`src/hdl/fdpc_pkg.sv`:
```
// Shared types and constants of the fluid density position correction unit.
`default_nettype none
package fdpc_pkg;

  localparam int STIFF_BITS = 16;
  localparam int MAG_W      = 62;
  localparam int ACC_W      = 63;
  localparam int CFG_W      = 48;
  localparam int CFG_IDX_W  = 2;

  localparam logic [MAG_W-1:0] MAG_LIMIT = '1;

  typedef enum logic [CFG_IDX_W-1:0] {
    REG_RADIUS,
    REG_COEFF,
    REG_INV_RHO,
    REG_STIFF
  } cfg_reg_t;

  typedef enum logic [2:0] {
    MUL_W,
    MUL_G,
    MUL_T,
    MUL_P,
    MUL_Q
  } mul_op_t;

  typedef struct packed {
    logic       ready;
    logic       take;
    logic       begin_grp;
    logic       diff;
    logic       sq;
    logic       root_start;
    logic       dd;
    logic       mul_start;
    mul_op_t    mul_op;
    logic       div_start;
    logic       acc;
    logic       sat;
    logic       out_load;
    logic [1:0] sel;
  } dp_cmd_t;

  typedef struct packed {
    logic in_valid;
    logic op;
    logic last;
    logic skip;
    logic root_done;
    logic mul_done;
    logic div_done;
    logic out_full;
  } dp_stat_t;

endpackage
`default_nettype wire

```
`src/hdl/fdpc_ctrl.sv`:
```
// Controller: sequences one request through the datapath.
`default_nettype none
module fdpc_ctrl import fdpc_pkg::*; (
  input  logic     clk,
  input  logic     rst,
  input  dp_stat_t stat,
  output dp_cmd_t  cmd
);

  typedef enum logic [4:0] {
    S_IDLE, S_DECODE, S_DIFF, S_SQ, S_CHK, S_ROOT_GO, S_ROOT_WAIT, S_DD,
    S_W_GO, S_W_WAIT, S_DIV_GO, S_DIV_WAIT, S_G_GO, S_G_WAIT, S_T_GO, S_T_WAIT,
    S_ACC, S_FINISH, S_P_GO, S_P_WAIT, S_Q_GO, S_Q_WAIT, S_SAT, S_LOAD
  } state_t;

  state_t     state;
  state_t     state_next;
  logic [1:0] sel;
  logic [1:0] sel_next;
  logic       ready;

  always_comb begin
    cmd        = '0;
    cmd.mul_op = MUL_W;
    cmd.ready  = ready;
    cmd.sel    = sel;
    state_next = state;
    sel_next   = sel;
    unique case (state)
      S_IDLE: begin
        cmd.take = stat.in_valid && ready;
        if (cmd.take) state_next = S_DECODE;
      end
      S_DECODE: begin
        if (!stat.op) begin
          cmd.begin_grp = 1'b1;
          sel_next      = 2'd0;
          state_next    = stat.last ? S_P_GO : S_IDLE;
        end else begin
          state_next = S_DIFF;
        end
      end
      S_DIFF: begin
        cmd.diff   = 1'b1;
        sel_next   = 2'd0;
        state_next = S_SQ;
      end
      S_SQ: begin
        cmd.sq   = 1'b1;
        sel_next = sel + 2'd1;
        if (sel == 2'd2) state_next = S_CHK;
      end
      S_CHK: state_next = stat.skip ? S_FINISH : S_ROOT_GO;
      S_ROOT_GO: begin
        cmd.root_start = 1'b1;
        state_next     = S_ROOT_WAIT;
      end
      S_ROOT_WAIT: if (stat.root_done) state_next = S_DD;
      S_DD: begin
        cmd.dd     = 1'b1;
        state_next = S_W_GO;
      end
      S_W_GO: begin
        cmd.mul_start = 1'b1;
        cmd.mul_op    = MUL_W;
        state_next    = S_W_WAIT;
      end
      S_W_WAIT: begin
        if (stat.mul_done) begin
          sel_next   = 2'd0;
          state_next = S_DIV_GO;
        end
      end
      S_DIV_GO: begin
        cmd.div_start = 1'b1;
        state_next    = S_DIV_WAIT;
      end
      S_DIV_WAIT: if (stat.div_done) state_next = S_G_GO;
      S_G_GO: begin
        cmd.mul_start = 1'b1;
        cmd.mul_op    = MUL_G;
        state_next    = S_G_WAIT;
      end
      S_G_WAIT: if (stat.mul_done) state_next = S_T_GO;
      S_T_GO: begin
        cmd.mul_start = 1'b1;
        cmd.mul_op    = MUL_T;
        state_next    = S_T_WAIT;
      end
      S_T_WAIT: if (stat.mul_done) state_next = S_ACC;
      S_ACC: begin
        cmd.acc = 1'b1;
        if (sel == 2'd2) begin
          state_next = S_FINISH;
        end else begin
          sel_next   = sel + 2'd1;
          state_next = S_DIV_GO;
        end
      end
      S_FINISH: begin
        sel_next   = 2'd0;
        state_next = stat.last ? S_P_GO : S_IDLE;
      end
      S_P_GO: begin
        cmd.mul_start = 1'b1;
        cmd.mul_op    = MUL_P;
        state_next    = S_P_WAIT;
      end
      S_P_WAIT: if (stat.mul_done) state_next = S_Q_GO;
      S_Q_GO: begin
        cmd.mul_start = 1'b1;
        cmd.mul_op    = MUL_Q;
        state_next    = S_Q_WAIT;
      end
      S_Q_WAIT: if (stat.mul_done) state_next = S_SAT;
      S_SAT: begin
        cmd.sat = 1'b1;
        if (sel == 2'd2) begin
          state_next = S_LOAD;
        end else begin
          sel_next   = sel + 2'd1;
          state_next = S_P_GO;
        end
      end
      S_LOAD: begin
        if (!stat.out_full) begin
          cmd.out_load = 1'b1;
          state_next   = S_IDLE;
        end
      end
      default: state_next = S_IDLE;
    endcase
  end

  always_ff @(posedge clk) begin
    if (rst) begin
      state <= S_IDLE;
      sel   <= '0;
      ready <= 1'b1;
    end else begin
      state <= state_next;
      sel   <= sel_next;
      ready <= (state_next == S_IDLE);
    end
  end

endmodule
`default_nettype wire
```
`config.mk`:
```
export PLATFORM = sky130hd
export DESIGN_NAME = fdpc_ctrl
export DESIGN_NICKNAME = d
export VERILOG_FILES = /design/src/hdl/fdpc_pkg.sv /design/src/hdl/fdpc_ctrl.sv
export SDC_FILE = /design/constraint.sdc
export NUM_CORES = 1
export LEC_CHECK = 0
export BUFFER_PORTS_ARGS = -buffer_cell sky130_fd_sc_hd__buf_2
export CAP_MARGIN = 20
export CELL_PAD_IN_SITES_DETAIL_PLACEMENT = 1
export CELL_PAD_IN_SITES_GLOBAL_PLACEMENT = 1
export CORE_MARGIN = 8
export CORE_UTILIZATION = 39
export CTS_CLUSTER_DIAMETER = 100
export CTS_CLUSTER_SIZE = 30
export DETAILED_ROUTE_END_ITERATION = 6
export GPL_ROUTABILITY_DRIVEN = 0
export MAX_ROUTING_LAYER = met4
export PLACE_DENSITY = 0.84
export RECOVER_POWER = 100
export SYNTH_ARGS = -nofsm -noshare
export SYNTH_HDL_FRONTEND = slang
export SYNTH_SLANG_ARGS = --single-unit
```
`constraint.sdc`:
```
create_clock -name clk -period 5.1 [get_ports clk]
set_clock_uncertainty 0.2 [all_clocks]
set_input_delay 0 -clock clk [delete_from_list [all_inputs] [get_ports clk]]
set_output_delay 0 -clock clk [all_outputs]
set_load 0.02 [all_outputs]
```
# == After elaboration in Yosys (flattened, before gate mapping) ==
# Cells that the tools add are included.
# totals
register_bits,8
inputBits,10
out_inout_bits,17
elab_cells,71
# classes
add_sub_neg,1
eq_ne,27
mux,33
n_reduce_logical,7
# op_table
cell,n
$pmux W5 S24,1
$mux W5,14
$eq A5 B4 Y1 const B,8
$eq A5 B5 Y1 const B,8
$eq A5 B3 Y1 const B,4
$pmux W4 S5,1
$mux W1,12
$eq A5 B2 Y1 const B,2
$logic_not A5 Y1,2
$pmux W2 S5,1
$mux W2,3
$ne A2 B2 Y1 const B,3
$eq A5 B1 Y1 const B,1
$reduce_bool A5 Y1,1
$reduce_and A4 Y1,1
$reduce_or A2 Y1,2
$mux W3,1
$add A2 B1 Y2 const B,1
$eq A2 B2 Y1 const B,1
$logic_and A1 B1 Y1,1

# == Depth between registers and ports, before layout ==
# Gate-level depths: netlist of the first run.
# depth
ltp_word,4
depth_mapped,7
mapped_depth_nobuf,7

# == Worst setup path after synthesis of the first run ==
# OpenSTA, ideal clock, no wires.
# synth_path
path_kind,register to register
from,reg sel[0]
to,reg ready
setup_ns,0.060
t_arrival_ns,1.727
required_time_ns,4.840
setup_slack_ns,3.113
stages_incl_launch_ff,8
path_buffers,0
synth_period_minus_slack_ns,1.987
path_cell_list,dfxtp_1 > inv_1 > ha_1 > mux2_2 > a32o_1 > a221oi_2 > and2_1 > a41o_1
# synth_between
elab_chain_len,4
word_cells_on_any_way,6
classes_between,1 x eq/ne; 4 x mux; 1 x reduce/logical
# synth_rtl
item,line,source
"start, declared",fdpc_ctrl.sv:18,logic [1:0] sel;
"start signal, assigned",fdpc_ctrl.sv:142,sel <= sel_next;
$eq A2 B2 Y1 *,"fdpc_ctrl.sv:51, fdpc_ctrl.sv:93, fdpc_ctrl.sv:118",
$mux W3 (tied with other cells),fdpc_ctrl.sv:118,if (sel == 2'd2) begin
$pmux W5 S24 *,fdpc_ctrl.sv:29,unique case (state)
$logic_not A5 Y1 *,fdpc_ctrl.sv:143,ready <= (state_next == S_IDLE);
"end signal, assigned",fdpc_ctrl.sv:143,
"end, declared",fdpc_ctrl.sv:20,logic ready;
# Every way passes the cells marked *; elsewhere a longest branch is shown, timed or not.
# A chain may end at the register's enable or synchronous reset.

# == Worst setup path in the final report of the first run ==
# layout_path
from,reg state[0]
to,reg sel[1]
# layout_between
elab_chain_len,4
word_cells_on_any_way,15
classes_between,10 x eq/ne; 1 x mux; 4 x reduce/logical
# layout_rtl
item,line,source
"start, declared",fdpc_ctrl.sv:16,state_t state;
"start signal, assigned",fdpc_ctrl.sv:141,state <= state_next;
$eq A5 B5 Y1 or $eq A5 B2 Y1 (tied branches),fdpc_ctrl.sv:29,
$reduce_or A2 Y1 (no source line),n/a,
$reduce_bool A5 Y1 (no source line) or $ne A2 B2 Y1 (tied branches),n/a,
$reduce_and A4 Y1 (no source line),n/a,
# Parallel ways exist; a longest one is shown, timed or not.

==> results.ini, run 1 <==
[status]
outcome=completed

[clock_network]
cts_resized=0
post-cts-setup-buffers=0
cts.clk_slew.worst_paths_ns=0.05
htreeDepth=1
clockBufferDepth=2
clockRootBuffer=clkbuf_4
cts_buffers=3
cts_tree=yes
cts.sinks=8
clock_latency_ns=0.24

[sta]
worst_pin_slew_ns=0.976
clock.fmax_mhz=380
finalHoldViolCount=0
layout_setup_ws_ns=2.47
slew_viol_final=0
min_period_over_period_pct=51.6
tns_ns=0
finalSetupViolCount=0
rsz0062_at_grt=no
slew_headroom_pct=34.8
layout_min_cycle_time_ns=2.63

[critical_path]
cpMaxStageDelayCell=dfxtp_1
crit_type=flop to flop
worstReg2RegEnd=sel[1]
crit_path_start=state[0]
r2r_setup_slack_ns=2.47
reg2reg_from=state[0]
r2r_cells=5
critPathMaxStageDelay_ns=0.96
cp_num_buf_inv=0
cp.arrival_ns=2.56
critPathTopFamily=flip-flops
end_kind=flop
worstPathCellList=nor2b_1 -> nand2_1 -> a2111oi_0 -> nor3_1 -> o2bb2ai_1
path_max_fanout=31
worstPathRequired_ns=5.03
startpoint_type=flop

[floorplanning]
die_w_um=66.7
dieArea_um2=4450
rows=18
core_region_area_um2=2450
initial_utilization_pct=40.8
fp.dieH_um=66.7
io_pins=27

[grt]
grt_max_degree=32
track_usage_pct=15.5
grt_overflow_total=0
grt_pass1_vias=1106
grt_pass1_wl_mm=5.44
antenna_found_initial=0

[route]
wl_per_cell_um=18.0
via_count=1108
drt_pass1_iterations=4
routed_wl_mm=3.34
post_drt_via_cell_ratio=5.99
ant_nets=0
drc=0
drtIter0Drc=77

[synthesis]
yosys_register_bits=8
synth_cell_types=47
synth_top_area_share_pct=16.0
synth_edf_count=0
synth_flop_cell=dfxtp_1
synth_nets=150
syn_area_um2=1000
syn_inst=139
synthArstFlopShare_pct=0
synth_fa_ha_area_share_pct=1.25
yosys.area.top_type=dfxtp_1
synthTopCellsByArea=dfxtp_1, nor2_1, nor2b_1
synth_top_family_by_area=simple AND/OR/NAND/NOR gates
synth_warnings=0
synth-simple-area-share_pct=39.5
syn_avg_cell_area_um2=7.21
synth_xor_xnor_area_share_pct=0.874
synth.area.mux_share_pct=4.24
ys_seq_area_share_pct=16.0
synth_compound_area_share_pct=26.3

[hold_path]
min_to=state[0]
min_path_type=primary input to flop
hp-start=stat[0]
min_path_cells=4

[cells_and_area]
utilization_pct=43.1
syn_to_final_growth_pct=5.49
final_net_count=168
layout-drive-gt1-share_pct=9.68
fill_cells=335
postLayoutCellArea_um2=1060
insertedDiodeCount=0

[pwr]
p_per_area_nw_per_um2=256
leakagePower_nw=0.401
p_total_uw=271
ir_drop_uv=240

[placement]
placed_area_um2=1070
pre_cts_ws_ns=2.72
hpwl_mm=2.55
io_buffers=26

[flow_run]
drv_cap=0

## layer usage
layer,up-vias,wire [um],global-route usage (%)
li1,551,-,-
met1,526,1570,19.9
met2,29,1620,25.7
met3,2,147,1.01
met4,0,2,3.73
met5,-,0,-
## per-stage QoR
stage | hold WS, ns | std cells
6_report | 0.0402 | 185
5_1_grt | 0.0431 | 185
3_5_place_dp | 0.0937 | 181
4_1_cts | 0.0389 | 185
3_3_place_gp | 0.0853 | 181
2_1_floorplan | -0.117 | 139
## sequential cells by signal, summed over array words and instances (netlist names)
name and count:
sel 2, ready 1, state 5
## cells in the mapped netlist, types with 3 or more instances
cell and count:
a22oi_1 3, a21oi_1 4, nor3_1 10, nand2b_1 3, o21ai_0 6, and3b_1 3, buf_2 5, inv_1 5
dfxtp_1 8, buf_4 5, nand2_1 10, buf_6 3, nand3_1 4, nor2_1 19, nor2b_1 8
## cells by family (layout without fill, tap and decap cells)
kind of cell / after synthesis / count (layout)
AOI/OAI and AO/OA: 34 / 34
xor gates and xnor gates: 1 / 1
adders and majority gates: 1 / 1
buffers and inverters: 19 / 35
DFF: 8 / 8
muxes: 4 / 4
and+or+nand+nor: 72 / 72
## worst max-delay path by stage
stage	endpoint	slack [ns]	depth (start not counted)
finish	sel[1]	2.47	5
global route	sel[1]	2.26	5
CTS	ready	2.69	5
detailed placement	ready	2.72	5
global placement	sel[1]	2.78	5
floorplan	ready	3.11	7
## layout make-up
cell class	instances	area (um2)	share of cell area [%]
tap	30	37.5	3.55
timing repair buffer	27	120	11.4
multi-input combinational	112	698	66.0
sequential	8	160	15.1
inverter	5	18.8	1.78
clock buffer	3	22.5	2.13
## worst reg2reg max path, delay by kind of cell (launching register included)
| family | cells | cell delay [ns] |
|---|---|---|
| DFF | 1 | 0.96 |
| and+or+nand+nor | 3 | 0.60 |
| AOI/OAI and AO/OA | 2 | 0.77 |
## cell usage in the layout, fill, tap and decap left out, types with 2 or more instances in the layout
| cell | instances |
|---|---|
| a32o_1 | 2 |
| clkbuf_1 | 16 |
| a22oi_1 | 3 |
| a31oi_1 | 2 |
| nor4_1 | 4 |
| mux2i_1 | 2 |
| nor3_1 | 10 |
| a221oi_1 | 2 |
| o21ai_0 | 6 |
| a32oi_1 | 2 |
| nor2b_1 | 8 |
| inv_1 | 5 |
| and3b_1 | 3 |
| a21oi_1 | 4 |
| dfxtp_1 | 8 |
| nand3_1 | 4 |
| o2bb2ai_1 | 2 |
| buf_2 | 10 |
| nor3b_1 | 2 |
| and3_1 | 2 |
| nor2_1 | 19 |
| clkbuf_4 | 3 |
| o22ai_1 | 2 |
| nand2_1 | 10 |
| nand2b_1 | 3 |
## what timing repair did
item	in CTS	in global routing
hold buffers	1	0
endpoints found under the setup margin	0	0
hold endpoints to repair	8	0
## power by group
group | total (mW) | internal (mW) | leakage, nW | switching (mW)
Combinational | 0.121 | 0.0476 | 0.322 | 0.0737
Clock | 0.0435 | 0.0266 | 0.0138 | 0.0169
Sequential | 0.106 | 0.0713 | 0.0652 | 0.0345
Total | 0.271 | 0.146 | 0.401 | 0.125
(Power assumes the default switching activity.)
==> run 2, diff against run 1 <==
Settings changed: CORE_UTILIZATION 39 to 37, PLACE_DENSITY 0.84 to 0.81.
Clock period 5.1 ns to 2.45 ns, I/O delays scaled along.
==> results.ini, run 2 (same netlist as run 1, synthesis figures left out) <==
[critical_path]
end_kind=flop
critPathMaxStageDelay_ns=0.63
crit_type=flop to flop
worstPathCellList=clkbuf_1 -> nor2b_1 -> o21ai_0 -> a221oi_1 -> a41o_1
cp.arrival_ns=2.20
startpoint_type=flop
cp_num_buf_inv=1
worstPathRequired_ns=2.46
path_max_fanout=14
critPathTopFamily=compound AO/OA/AOI/OAI gates
cpMaxStageDelayCell=dfxtp_1

[clock_network]
cts.clk_slew.worst_paths_ns=0.07
clock_latency_ns=0.27
cts_tree=yes
clockRootBuffer=clkbuf_4
htreeDepth=1
cts_buffers=3
post-cts-setup-buffers=0
clockBufferDepth=2
cts.sinks=8

[route]
ant_nets=0
drtIter0Drc=82
wl_per_cell_um=18.6
drc=0
wl_met2_mm=1.73
top_layer=met4
drt_pass1_iterations=4
routed_wl_mm=3.57
drt-met1-wl_mm=1.53
post_drt_via_cell_ratio=6.20
met3_length_um=256
via_count=1190

[grt]
grt_overflow_total=0
grt_max_degree=26
grt_pass1_vias=1125
grt_pass1_wl_mm=5.72
track_usage_pct=16.6
antenna_found_initial=0

[pwr]
p_total_uw=607
ir_drop_uv=318
p_per_area_nw_per_um2=538
leakagePower_nw=0.436

[cells_and_area]
final_cell_mix=nor2_1, clkbuf_1, buf_2, nand2_1, nor3_1
fill_cells=369
layout-drive-gt1-share_pct=15.5
final_net_count=174
largest_reg_flops=5
largest_register=state
syn_to_final_growth_pct=12.5
postLayoutCellArea_um2=1130
insertedDiodeCount=0
largest_registers=state x5, sel x2, ready x1
layout_commonest_cell=nor2_1

[floorplanning]
dieArea_um2=4630
core_region_area_um2=2660
fp.dieH_um=68.0
rows=19
die_w_um=68.0
initial_utilization_pct=37.6
io_pins=27

[placement]
io_buffers=26
pre_cts_ws_ns=0.140
placed_area_um2=1110
hpwl_mm=2.74

[sta]
rsz0062_at_grt=no
min_period_over_period_pct=89.0
worst_pin_slew_ns=0.581
tns_ns=0
layout_setup_ws_ns=0.269
clock.fmax_mhz=458
slew_headroom_pct=61.2
finalSetupViolCount=0
slew_viol_final=0
finalHoldViolCount=0
layout_min_cycle_time_ns=2.18

[hold_path]
min_path_type=primary input to flop

[status]
outcome=completed

[flow_run]
drv_cap=0

==> run 2: worst paths after layout <==
path                            startpoint  cells past startpoint  endpoint  slack (ns)
worst max register to register    state[4]                      5     ready        0.27
worst max-delay path              state[4]                      5     ready        0.27
worst min-delay path               stat[7]                      6  state[0]        0.10
worst min register to register      sel[0]                      1    sel[0]        0.26
==> run 2: final cells by class <==
class / count / area [um2] / area share, %
timing repair buffer: 33 / 161 / 14.3
sequential: 8 / 163 / 14.4
tap: 31 / 38.8 / 3.44
inverter: 5 / 18.8 / 1.66
clock buffer: 3 / 22.5 / 2.00
multi-input combinational: 112 / 723 / 64.2
==> run 2: per-stage QoR <==
| step | hold slack [ns] | util, % | std cells |
|---|---|---|---|
| after floorplan | -0.117 | - | 139 |
| after global placement | 0.102 | 41.6 | 187 |
| after detailed placement | 0.115 | 41.6 | 187 |
| after CTS | 0.0949 | 43.2 | 192 |
| after global routing | 0.119 | 42.3 | 192 |
| final | 0.102 | 42.3 | 192 |
==> run 2: worst min-delay path, stage by stage <==
cell and delay [ns]:
buf_2 0.09, a21o_1 0.11, a32oi_1 0.06, o21ai_0 0.10, nor4_2 0.06, nor2_1 0.10
==> run 2: power breakdown <==
group | switching, mW | internal, mW
clock | 0.0506 | 0.0564
sequential | 0.0594 | 0.149
combinational | 0.174 | 0.117
total | 0.284 | 0.323
==> run 2: per-layer routing <==
metal  global-route usage (%)  vias to the layer above
met5                        -                        -
met4                     6.14                        0
met3                     3.60                        9
met2                     26.7                       39
met1                     19.8                      584
li1                         -                      558
==> run 2: repair_timing <==
| action | 4_1_cts | 5_1_grt |
|---|---|---|
| endpoints found under the hold margin | 8 | 0 |
| gates resized for setup | 0 | 2 |
| setup endpoints to repair | 0 | 2 |
| hold buffers | 2 | 0 |
==> run 3, diff against run 2 <==
Settings changed: CORE_MARGIN 8 to 2.
Clock period 2.45 ns to 2.4 ns, I/O delays scaled along.
==> results.ini, run 3 (same netlist as run 1, synthesis figures left out) <==
[critical_path]
r2r_setup_slack_ns=0.25
worstPathRequired_ns=2.40
cp_num_buf_inv=1
startpoint_type=flop
r2r_cells=5
end_kind=flop
reg2reg_from=state[4]
worstReg2RegEnd=ready
cpMaxStageDelayCell=dfxtp_1
worstPathCellList=clkbuf_2 -> a31oi_1 -> o221a_2 -> nor3_1 -> a41o_1
cp.arrival_ns=2.14
path_max_fanout=14
critPathMaxStageDelay_ns=0.63
critPathTopFamily=flip-flops
crit_type=flop to flop

[cells_and_area]
insertedDiodeCount=0
largest_registers=state x5, sel x2, ready x1
multiInputGateArea_um2=704
layout-drive-gt1-share_pct=16.1
regArea_um2=163
largest_register=state
final_net_count=174
syn_to_final_growth_pct=10.9
largest_reg_flops=5
fill_cells=357
final_cell_mix=nor2_1, clkbuf_1, buf_2, nand2_1, nor3_1
layout_commonest_cell=nor2_1

[sta]
clock.fmax_mhz=466
tns_ns=0
slew_viol_final=0
slew_headroom_pct=66.5
finalSetupViolCount=0
rsz0062_at_grt=no
worst_pin_slew_ns=0.501
min_period_over_period_pct=89.5
layout_min_cycle_time_ns=2.15
finalHoldViolCount=0

[pwr]
p_per_area_nw_per_um2=551
ir_drop_uv=402
leakagePower_nw=0.442
p_total_uw=613

[flow_run]
drv_cap=0

[status]
outcome=completed

[route]
wl_per_cell_um=17.3
via_count=1164
post_drt_via_cell_ratio=6.09
drt_pass1_iterations=4
routed_wl_mm=3.31
drc=0
ant_nets=0
drtIter0Drc=59

[clock_network]
cts.sinks=8
clock_latency_ns=0.25
post-cts-setup-buffers=0
htreeDepth=1
clockBufferDepth=2
cts.clk_slew.worst_paths_ns=0.05
cts_tree=yes
clockRootBuffer=clkbuf_4
cts_buffers=3

[placement]
io_buffers=26
hpwl_mm=2.57

[grt]
track_usage_pct=22.5
grt_overflow_total=0
grt_max_degree=26
grt_pass1_wl_mm=5.60
grt_pass1_vias=1158
antenna_found_initial=0

[floorplanning]
dieArea_um2=3140
die_w_um=56.0
initial_utilization_pct=39.7
core_region_area_um2=2520
fp.dieH_um=56.0
rows=18
io_pins=27

[hold_path]
min_to=state[4]
min_path_type=primary input to flop
min_path_cells=4
hp-start=stat[0]

## run 3: cell count changes in the layout (fill, tap and decap cells not counted), sizes merged
cell         previous run  this run
clkbuf                 20        18
buf                    14        17
dlygate4sd3             2         1
## run 3: timing repair
action	4_1_cts	5_1_grt
hold endpoints to repair	8	0
hold buffers	1	0
gates resized for setup	0	2
endpoints found under the setup margin	0	2
## run 3: metrics by stage
stage / util (%) / area, um2 / cells / hold slack, ns / setup slack, ns
global placement: 44.2 / 1110 / 187 / 0.0873 / 0.220
finish: 44.0 / 1110 / 191 / 0.00884 / 0.252
floorplan: - / 1000 / 139 / -0.117 / 0.413
detailed placement: 44.2 / 1110 / 187 / 0.0979 / 0.131
CTS: 45.5 / 1150 / 191 / 0.00697 / 0.118
global route: 44.0 / 1110 / 191 / 0.0579 / 0.118
## run 3: per-layer routing
| layer | vias up | routed length, um | track usage (%) |
|---|---|---|---|
| met5 | - | 0 | - |
| met3 | 4 | 163 | 4.88 |
| li1 | 562 | - | - |
| met1 | 559 | 1520 | 29.5 |
| met2 | 39 | 1600 | 35.3 |
| met4 | 0 | 31 | 5.44 |
## run 3: where the power goes
group	switching [mW]	internal [mW]	total (mW)
clock	0.0438	0.0571	0.101
combinational	0.195	0.120	0.315
sequential	0.0444	0.152	0.197
total	0.283	0.330	0.613
## run 3: worst register-to-register path, cell delays in order, from the launching register on
cell and delay (ns):
dfxtp_1 0.63, clkbuf_2 0.35, a31oi_1 0.09, o221a_2 0.25, nor3_1 0.36, a41o_1 0.23
## run 3: layout make-up
cell class,count,share of cell area [%]
multi-input combinational,112,63.4
timing repair buffer,33,14.9
sequential,8,14.6
tap,30,3.38
clock buffer,3,2.03
inverter,5,1.69
## run 3: how the worst max path moves through the flow
stage | startpoint | endpoint | slack [ns] | cells past startpoint
floorplan | sel[0] | ready | 0.41 | 7
global placement | state[1] | ready | 0.22 | 5
detailed placement | state[2] | ready | 0.13 | 5
CTS | state[2] | ready | 0.12 | 5
global route | state[4] | ready | 0.12 | 5
finish | state[4] | ready | 0.25 | 5
